===== config.mk =====
export PLATFORM = sky130hd
export DESIGN_NAME = level_bar_graph_hysteresis_unit
export DESIGN_NICKNAME = d
export VERILOG_FILES = /design/src/rtl/lbgh_pkg.sv /design/src/rtl/lbgh_eval.sv /design/src/rtl/level_bar_graph_hysteresis_unit.sv
export VERILOG_INCLUDE_DIRS = /design/src /design/src/rtl
export SDC_FILE = /design/constraint.sdc
export NUM_CORES = 1
export LEC_CHECK = 0
export BUFFER_PORTS_ARGS = -buffer_cell sky130_fd_sc_hd__buf_2
export CAP_MARGIN = 20
export CORE_AREA = 2 2 143 145
export DETAILED_ROUTE_END_ITERATION = 10
export DIE_AREA = 0 0 145 147
export GPL_TIMING_DRIVEN = 1
export HOLD_SLACK_MARGIN = 0.15
export PLACE_DENSITY_LB_ADDON = 0.12
export RECOVER_POWER = 50
export SYNTH_ARGS = -nofsm -noshare
export SYNTH_HDL_FRONTEND = slang
export SYNTH_HIERARCHICAL = 1
export SYNTH_SLANG_ARGS = --single-unit

===== constraint.sdc =====
create_clock -name clk_i -period 11.1 [get_ports clk_i]
set_clock_uncertainty 0.05 [all_clocks]
set_input_delay 0.555 -clock clk_i [delete_from_list [all_inputs] [get_ports clk_i]]
set_output_delay 0.555 -clock clk_i [all_outputs]
set_load 0.1 [all_outputs]

===== src/rtl/level_bar_graph_hysteresis_unit_defines.svh =====
// Assertion macros for the level bar graph unit.
`ifndef LEVEL_BAR_GRAPH_HYSTERESIS_UNIT_DEFINES_SVH
`define LEVEL_BAR_GRAPH_HYSTERESIS_UNIT_DEFINES_SVH

`ifndef SYNTH
`define LBGH_ASSERT(name, clk, rst_n, prop) \
  name: assert property (@(posedge clk) disable iff (!rst_n) prop) \
    else $error("lbgh assertion failed");
`define LBGH_ASSERT_NR(name, clk, prop) \
  name: assert property (@(posedge clk) prop) \
    else $error("lbgh assertion failed");
`else
`define LBGH_ASSERT(name, clk, rst_n, prop)
`define LBGH_ASSERT_NR(name, clk, prop)
`endif

`endif


===== src/rtl/lbgh_pkg.sv =====
package lbgh_pkg;

  localparam int unsigned LevelW = 8;
  localparam int unsigned BarsW  = 4;
  localparam int unsigned HystW  = 5;
  localparam int unsigned SumW   = LevelW + 2;

  localparam int unsigned StepSize = 25;
  localparam int unsigned TopBars  = 10;

  localparam logic [LevelW-1:0] BadLimitRst = 8'd251;
  localparam logic [HystW-1:0]  HystRst     = 5'd1;

  typedef enum logic {
    RegBadDataLimit = 1'b0,
    RegHysteresis   = 1'b1
  } reg_idx_e;

endpackage


===== src/rtl/lbgh_eval.sv =====
module lbgh_eval (
  input  logic [lbgh_pkg::BarsW-1:0]  bars_i,
  input  logic [lbgh_pkg::LevelW-1:0] avg_i,
  input  logic [lbgh_pkg::HystW-1:0]  hyst_i,
  output logic [lbgh_pkg::BarsW-1:0]  bars_o
);

  logic [lbgh_pkg::BarsW-1:0] band;
  logic [lbgh_pkg::BarsW-1:0] desc_bars;
  logic                       desc_hit;
  logic [lbgh_pkg::LevelW:0]  avg_ext;
  logic [lbgh_pkg::LevelW:0]  avg_hyst;

  assign avg_ext  = {1'b0, avg_i};
  assign avg_hyst = avg_ext + (lbgh_pkg::LevelW+1)'(hyst_i);

  // band the average falls into, top band open-ended
  always_comb begin
    band = lbgh_pkg::BarsW'(lbgh_pkg::TopBars);
    for (int k = lbgh_pkg::TopBars - 1; k >= 0; k--) begin
      if (avg_ext < (lbgh_pkg::LevelW+1)'(lbgh_pkg::StepSize * (k + 1))) begin
        band = lbgh_pkg::BarsW'(k);
      end
    end
  end

  // lowest bar count whose off threshold the average has dropped to
  always_comb begin
    desc_hit  = 1'b0;
    desc_bars = '0;
    for (int k = 0; k < lbgh_pkg::TopBars; k++) begin
      if (!desc_hit && (bars_i > lbgh_pkg::BarsW'(k)) &&
          (avg_hyst <= (lbgh_pkg::LevelW+1)'(lbgh_pkg::StepSize * (k + 1)))) begin
        desc_hit  = 1'b1;
        desc_bars = lbgh_pkg::BarsW'(k);
      end
    end
  end

  always_comb begin
    if (bars_i <= band) begin
      bars_o = band;
    end else if (desc_hit) begin
      bars_o = desc_bars;
    end else begin
      bars_o = bars_i;
    end
  end

endmodule


===== src/rtl/level_bar_graph_hysteresis_unit.sv =====
// Channel  Handshake                   Payload
// -------  --------------------------  -----------------------------------------
// in       in_valid_i / in_stall_o     raw_level_i, timed_out_i
// out      out_valid_o / out_stall_i   bar_count_o, sensor_error_o, average_level_o
// cfg      cfg_we_i                    cfg_index_i, cfg_wdata_i
//
// One item per cycle sustained while out_stall_i is low; an item passes from the
// input register to the result register, and the window sum, average and bar
// evaluation run in one pass between the two. Reset is asynchronous and active
// low and clears control, window and config state but not the payload registers.
// A stalled result holds the input register; a new item is taken while it is empty.
`include "level_bar_graph_hysteresis_unit_defines.svh"

module level_bar_graph_hysteresis_unit (
  input  logic                          clk_i,
  input  logic                          rst_ni,
  input  logic                          in_valid_i,
  output logic                          in_stall_o,
  input  logic [lbgh_pkg::LevelW-1:0]   raw_level_i,
  input  logic                          timed_out_i,
  output logic                          out_valid_o,
  input  logic                          out_stall_i,
  output logic [lbgh_pkg::BarsW-1:0]    bar_count_o,
  output logic                          sensor_error_o,
  output logic [lbgh_pkg::LevelW-1:0]   average_level_o,
  input  logic                          cfg_we_i,
  input  logic                          cfg_index_i,
  input  logic [lbgh_pkg::LevelW-1:0]   cfg_wdata_i
);

  logic                        in_valid_q;
  logic [lbgh_pkg::LevelW-1:0] raw_q;
  logic                        timed_out_q;
  logic                        out_valid_q;
  logic [lbgh_pkg::BarsW-1:0]  out_bars_q;
  logic                        out_err_q;
  logic [lbgh_pkg::LevelW-1:0] out_avg_q;

  logic [lbgh_pkg::LevelW-1:0] bad_limit_q;
  logic [lbgh_pkg::HystW-1:0]  hyst_q;

  logic                        first_q;
  logic [lbgh_pkg::LevelW-1:0] win_q [4];
  logic [lbgh_pkg::LevelW-1:0] win_d [4];
  logic [1:0]                  slot_q;
  logic [lbgh_pkg::LevelW-1:0] last_avg_q;
  logic [lbgh_pkg::BarsW-1:0]  bars_q;

  logic                        out_free;
  logic                        load;
  logic                        in_accept;
  logic                        err;
  logic [lbgh_pkg::LevelW-1:0] sample;
  logic [lbgh_pkg::SumW-1:0]   sum;
  logic [lbgh_pkg::LevelW-1:0] avg;
  logic [lbgh_pkg::BarsW-1:0]  bars_base;
  logic [lbgh_pkg::BarsW-1:0]  bars_eval;
  logic [lbgh_pkg::BarsW-1:0]  bars_d;

  assign out_free   = !out_valid_q || !out_stall_i;
  assign load       = in_valid_q && out_free;
  assign in_stall_o = in_valid_q && !out_free;
  assign in_accept  = in_valid_i && !in_stall_o;

  assign err    = timed_out_q || (raw_q >= bad_limit_q);
  assign sample = err ? '0 : raw_q;

  always_comb begin
    for (int i = 0; i < 4; i++) begin
      if (first_q || (slot_q == 2'(i))) begin
        win_d[i] = sample;
      end else begin
        win_d[i] = win_q[i];
      end
    end
  end

  assign sum = lbgh_pkg::SumW'(win_d[0]) + lbgh_pkg::SumW'(win_d[1]) +
               lbgh_pkg::SumW'(win_d[2]) + lbgh_pkg::SumW'(win_d[3]);
  assign avg = sum[lbgh_pkg::SumW-1:2];

  assign bars_base = err ? '0 : bars_q;

  lbgh_eval u_eval (
    .bars_i (bars_base),
    .avg_i  (avg),
    .hyst_i (hyst_q),
    .bars_o (bars_eval)
  );

  assign bars_d = (avg != last_avg_q) ? bars_eval : bars_base;

  always_ff @(posedge clk_i or negedge rst_ni) begin
    if (!rst_ni) begin
      bad_limit_q <= lbgh_pkg::BadLimitRst;
      hyst_q      <= lbgh_pkg::HystRst;
    end else if (cfg_we_i) begin
      unique case (cfg_index_i)
        lbgh_pkg::RegBadDataLimit: bad_limit_q <= cfg_wdata_i;
        lbgh_pkg::RegHysteresis:   hyst_q <= cfg_wdata_i[lbgh_pkg::HystW-1:0];
        default: ;
      endcase
    end
  end

  always_ff @(posedge clk_i or negedge rst_ni) begin
    if (!rst_ni) begin
      in_valid_q  <= 1'b0;
      out_valid_q <= 1'b0;
    end else begin
      if (in_accept) begin
        in_valid_q <= 1'b1;
      end else if (load) begin
        in_valid_q <= 1'b0;
      end
      if (load) begin
        out_valid_q <= 1'b1;
      end else if (!out_stall_i) begin
        out_valid_q <= 1'b0;
      end
    end
  end

  always_ff @(posedge clk_i or negedge rst_ni) begin
    if (!rst_ni) begin
      first_q    <= 1'b1;
      slot_q     <= '0;
      last_avg_q <= '0;
      bars_q     <= '0;
      for (int i = 0; i < 4; i++) begin
        win_q[i] <= '0;
      end
    end else if (load) begin
      first_q    <= 1'b0;
      slot_q     <= slot_q + 2'd1;
      last_avg_q <= avg;
      bars_q     <= bars_d;
      for (int i = 0; i < 4; i++) begin
        win_q[i] <= win_d[i];
      end
    end
  end

  always_ff @(posedge clk_i) begin
    if (in_accept) begin
      raw_q       <= raw_level_i;
      timed_out_q <= timed_out_i;
    end
    if (load) begin
      out_bars_q <= bars_d;
      out_err_q  <= err;
      out_avg_q  <= avg;
    end
  end

  assign out_valid_o     = out_valid_q;
  assign bar_count_o     = out_bars_q;
  assign sensor_error_o  = out_err_q;
  assign average_level_o = out_avg_q;

  `LBGH_ASSERT(a_bars_range, clk_i, rst_ni, bars_q <= lbgh_pkg::BarsW'(lbgh_pkg::TopBars))
  `LBGH_ASSERT(a_bars_hold, clk_i, rst_ni, (load && !err && (avg == last_avg_q)) |=> (bars_q == $past(bars_q)))
  `LBGH_ASSERT_NR(a_rst_idle, clk_i, !rst_ni |-> (!out_valid_o && !in_stall_o))

endmodule

After elaboration in Yosys (flattened, before gate mapping)
Index checks and enable logic that the tools add are counted.
Cells by class
  reductions and logical operators: 45
  add/subtract/negate cells: 5
  bitwise gates (word level): 1
  $lt $le $gt $ge: 32
  equality and inequality tests: 5
  mux-type cells: 42
Operators by type and width (count)
  4-bit two-way mux: 15
  9-bit by 8-bit <= comparator with 1-bit output, second input constant: 5
  8-bit less-than comparator, second input constant: 5
  8-bit two-way mux: 5
  9-bit by 7-bit <= comparator with 1-bit output, second input constant: 3
  8-bit by 7-bit less-than comparator with 1-bit output, second input constant: 3
  1-bit logical AND: 22
  4-bit by 3-bit greater-than comparator with 1-bit output, second input constant: 4
  1-bit two-way mux: 15
  1-bit logical NOT: 13
  3-bit two-way mux: 4
  10-bit by 8-bit adder with 10-bit output: 1
  9-bit by 8-bit adder with 10-bit output: 1
  8-bit by 5-bit adder with 9-bit output: 1
  8-bit by 8-bit adder with 9-bit output: 1
  9-bit by 5-bit <= comparator with 1-bit output, second input constant: 1
  9-bit by 6-bit <= comparator with 1-bit output, second input constant: 1
  8-bit greater-or-equal comparator: 1
  4-bit by 1-bit greater-than comparator with 1-bit output, second input constant: 2
  4-bit by 2-bit greater-than comparator with 1-bit output, second input constant: 2
  4-bit greater-than comparator, second input constant: 2
  8-bit by 5-bit less-than comparator with 1-bit output, second input constant: 1
  8-bit by 6-bit less-than comparator with 1-bit output, second input constant: 1
  8-bit inequality test: 1
  11 further kinds: 20
Word-level totals
  logic and storage cells: 147
  register bits: 84
  input port bits: 23

Logic depth before layout (Yosys ltp)
  depth in word-level cells: 50
  depth in mapped cells: 37

Hierarchy
Netlist, hierarchy kept.
Modules (own cells, without submodules)
  level_bar_graph_hysteresis_unit: sequential area each 2223.4 sq um, area an instance 4585.6 sq um, times used 1, cells an instance 466
  lbgh_eval: sequential area each 0.0 sq um, area an instance 1228.7 sq um, times used 1, cells an instance 185

Least setup slack after synthesis
OpenSTA, ideal clock, no wires.
  path kind: register -> register
  start point: register bad_limit_q[6] (netlist bit)
  end point: register out_bars_q (netlist bit bar_count_o[0]), data pin
  library setup time: 260 ps
  stages on the path, launching flop included: 31
  data required time: 10790 ps
  path slack: 3132 ps
  data arrival time: 7657 ps
  path through: dfstp_2 -> inv_1 -> ha_1 -> a21o_1 -> a211oi_1 -> o21a_1 -> clkbuf_1 -> nand2_1 -> o21ai_0 -> fa_1 -> fa_1 -> ha_1 -> and4b_1 -> a32o_1 -> or2_1 -> a211oi_2 -> nor2_1 -> xor2_1 -> clkbuf_1 -> o311ai_0 -> o211ai_1 -> a21o_1 -> ha_1 -> nor2b_1 -> o21ai_0 -> nand2b_1 -> a21oi_1 -> a41oi_1 -> o21ai_0 -> o32a_1 -> mux2_4
RTL lines
  start: declaration: RTL line level_bar_graph_hysteresis_unit.sv:39  | logic [lbgh_pkg::LevelW-1:0] bad_limit_q;
  start signal: assignment: RTL line level_bar_graph_hysteresis_unit.sv:95  | bad_limit_q <= lbgh_pkg::BadLimitRst;
  start signal: assignment: RTL line level_bar_graph_hysteresis_unit.sv:99  | lbgh_pkg::RegBadDataLimit: bad_limit_q <= cfg_wdata_i;
  end signal: assignment: RTL line level_bar_graph_hysteresis_unit.sv:150  | out_bars_q <= bars_d;
  end: declaration: RTL line level_bar_graph_hysteresis_unit.sv:35  | logic [lbgh_pkg::BarsW-1:0] out_bars_q;

==> results.sh <==
export IMPL_hpwl_microns=10600
export IMPL_cp_startpoint="bad_limit_q[6]$_DFFE_PN1P_"
export IMPL_clkSinkCount=84
export IMPL_relSlewSlack_pct=-134
export IMPL_tightest_slew_ns=3.52
export IMPL_grt_pass1_vias=4633
export IMPL_multi_input_area_sq_um=3290
export IMPL_grt_setup_unrepaired="no"
export IMPL_wl_microns=14300
export IMPL_synthArstFlopShare_pct=73.8
export IMPL_end_kind="flop"
export IMPL_wl_per_cell_microns=15.0
export IMPL_synth_seq_cells=84
export IMPL_overflow=0
export IMPL_row_count=52
export IMPL_fmax_mhz=112
export IMPL_cts_setup_buffers=0
export IMPL_outcome="complete, but fails checks"
export IMPL_core_area_sq_um=19800
export IMPL_critPathKind="reg2reg"
export IMPL_synth_top_area_cell="dfrtp_1"
export IMPL_cp_max_fo=16
export IMPL_syn_area_sq_um=5810
export IMPL_clk_pin_slew_ns=0.07
export IMPL_r2r_start="bad_limit_q[6]$_DFFE_PN1P_"
export IMPL_synth_edf_count=22
export IMPL_clockBufferDepth=2
export IMPL_route_detailed_drc=0
export IMPL_crit_path_start_kind="flop"
export IMPL_synth_area_leaders="dfrtp_1, edfxtp_1, nand2_1, ha_1, fa_1"
export IMPL_start_util_pct=29.3
export IMPL_ys_flop_type="dfrtp_1"
export IMPL_htreeDepth=3
export IMPL_fillCellCount=2087
export IMPL_finalCriticalPeriod_ns=8.90
export IMPL_drive_gt1_share_pct=15.0
export IMPL_drv_slew=123
export IMPL_cp_required_ns=11.15
export IMPL_diodes=0
export IMPL_drt_iter0_markers=304
export IMPL_crit_arrival_ns=8.95
export IMPL_ant_nets=0
export IMPL_place_gp_congestion=0.796
export IMPL_layoutNonFillerInstCount=956
export IMPL_vias_per_cell=4.83
export IMPL_io_pin_count=38
export IMPL_maxCapViolations=2
export IMPL_num_vias=4618
export IMPL_root_buffer="clkbuf_16"
export IMPL_violations="max-capacitance violations, max-slew violations"
export IMPL_area_growth_pct=12.6
export IMPL_ctsResizeCount=0
export IMPL_cts_buffers=9
export IMPL_syn_area_per_cell_sq_um=8.93
export IMPL_grt_pass1_wl_microns=23900
export IMPL_synth_seq_area_share_pct=38.2
export IMPL_die_x_microns=145
export IMPL_port_buffers=37
export IMPL_antenna_found_initial=0
export IMPL_syn_num_nets=719
export IMPL_seq_area_sq_um=2220
export IMPL_track_usage_pct=14.0
export IMPL_max_stage_delay_ns=0.92
export IMPL_dieHeight_microns=147
export IMPL_hp_class="in2reg"
export IMPL_syn_inst=651
export IMPL_setup_tns_final_ns=0
export IMPL_synth_commonest_cells="nand2_1, o21ai_0, dfrtp_1, inv_1, nor2_1"
export IMPL_worstSkewPairLatency_ns=0.35
export IMPL_die_area_sq_um=21300
export IMPL_grt_max_degree=63
export IMPL_setup_violations=0
export IMPL_final_nets=749
export IMPL_worst_path_buf_inv=3
export IMPL_layout_worst_path_cycle_share_pct=80.2
export IMPL_ctsHoldBuffers=0
export IMPL_cts_tree="built"
export IMPL_placed_cells=940
export IMPL_synth_cell_types=72
export IMPL_min_from="timed_out_i"
export IMPL_yosysMostFrequentCell="nand2_1"
export IMPL_worst_path_max_delay_cell="o311ai_0"
export IMPL_cp_top_family="compound AO/OA/AOI/OAI gates"
export IMPL_yosys_warnings=6
export IMPL_post_synth_top_area_fraction_pct=22.8
export IMPL_hold_viol_final=0
export IMPL_dr_pass1_iters=4
cells in the final DEF, fill, tap and decap left out, types with 4 or more instances in the layout:
master,n
nand2_1,152
o21ai_0,62
dfrtp_1,53
inv_1,40
nor2_1,37
buf_2,37
a21oi_1,30
ha_1,28
edfxtp_1,22
fa_1,17
xnor2_1,14
nor2b_1,10
nor3_1,9
dfstp_2,9
clkbuf_16,9
buf_4,9
nand2b_1,8
nand3_1,7
a21boi_0,7
mux2_2,7
a211oi_1,6
xor2_1,6
nor3b_1,5
a21o_1,5
o22ai_1,5
and2_1,5
a31oi_1,5
nand4_1,4
and3_1,4
mux2_4,4
a32oi_1,4
stage by stage:
| stage | hold WS (ns) | utilization [%] | instance area [sq um] | worst slack (ns) |
|---|---|---|---|---|
| finish | 0.329 | 33.0 | 6550 | 2.20 |
| global route | 0.316 | 33.0 | 6550 | 1.41 |
| CTS | 0.311 | 33.0 | 6560 | 2.21 |
| detailed placement | 0.412 | 31.6 | 6270 | 2.25 |
| global placement | 0.409 | 31.6 | 6270 | 2.33 |
| floorplan | 0.209 | - | 5810 | 3.13 |
cell type report:
cell class	instances	area share, %
clock buffers	9	3.44
clock inverters	7	0.860
inverters	41	2.35
multi-input cells	497	50.3
flip-flops and latches	84	34.0
well taps	270	5.16
repair buffers	48	3.97
kinds of logic after synthesis:
kind of cell | Yosys count | share of synthesized area [%]
xor+xnor | 21 | 3.40
fa+ha+maj | 45 | 11.9
mux | 11 | 2.39
flops | 84 | 38.2
compound gates | 159 | 18.7
simple gates | 261 | 20.2
buf+inv | 70 | 5.16
worst paths after layout:
kind	end	slack [ns]	cells past startpoint
setup reg to reg	bar_count_o[0]$_DFFE_PP_	2.20	30
setup / recovery	bar_count_o[0]$_DFFE_PP_	2.20	30
hold reg to reg	win_q[19]$_DFFE_PN0P_	0.43	2
max in group asynchronous	hyst_q[2]$_DFFE_PN0P_	7.57	2
hold / removal	timed_out_q$_DFFE_PP_	0.33	1
min in group asynchronous	win_q[21]$_DFFE_PN0P_	1.46	2
registers in the layout (all words and copies together), names as in the netlist:
register / flops
raw_q: 8
in_valid_q: 1
first_q: 1
bars_q: 4
last_avg_q: 8
timed_out_q: 1
average_level_o: 8
slot_q: 2
out_valid_o: 1
sensor_error_o: 1
win_q: 32
hyst_q: 5
bad_limit_q: 8
bar_count_o: 4
layer usage:
metal / up-vias / track usage, % / routed length (microns)
met5: - / 0 / 0
met4: 0 / 3.86 / 131
met3: 8 / 2.55 / 391
met2: 72 / 23.7 / 7020
met1: 2226 / 18.3 / 6800
li1: 2312 / - / -
Power is left out: the tool's default activity adds up to more than one toggle a clock period on the data nets, which glitch-free logic cannot reach.
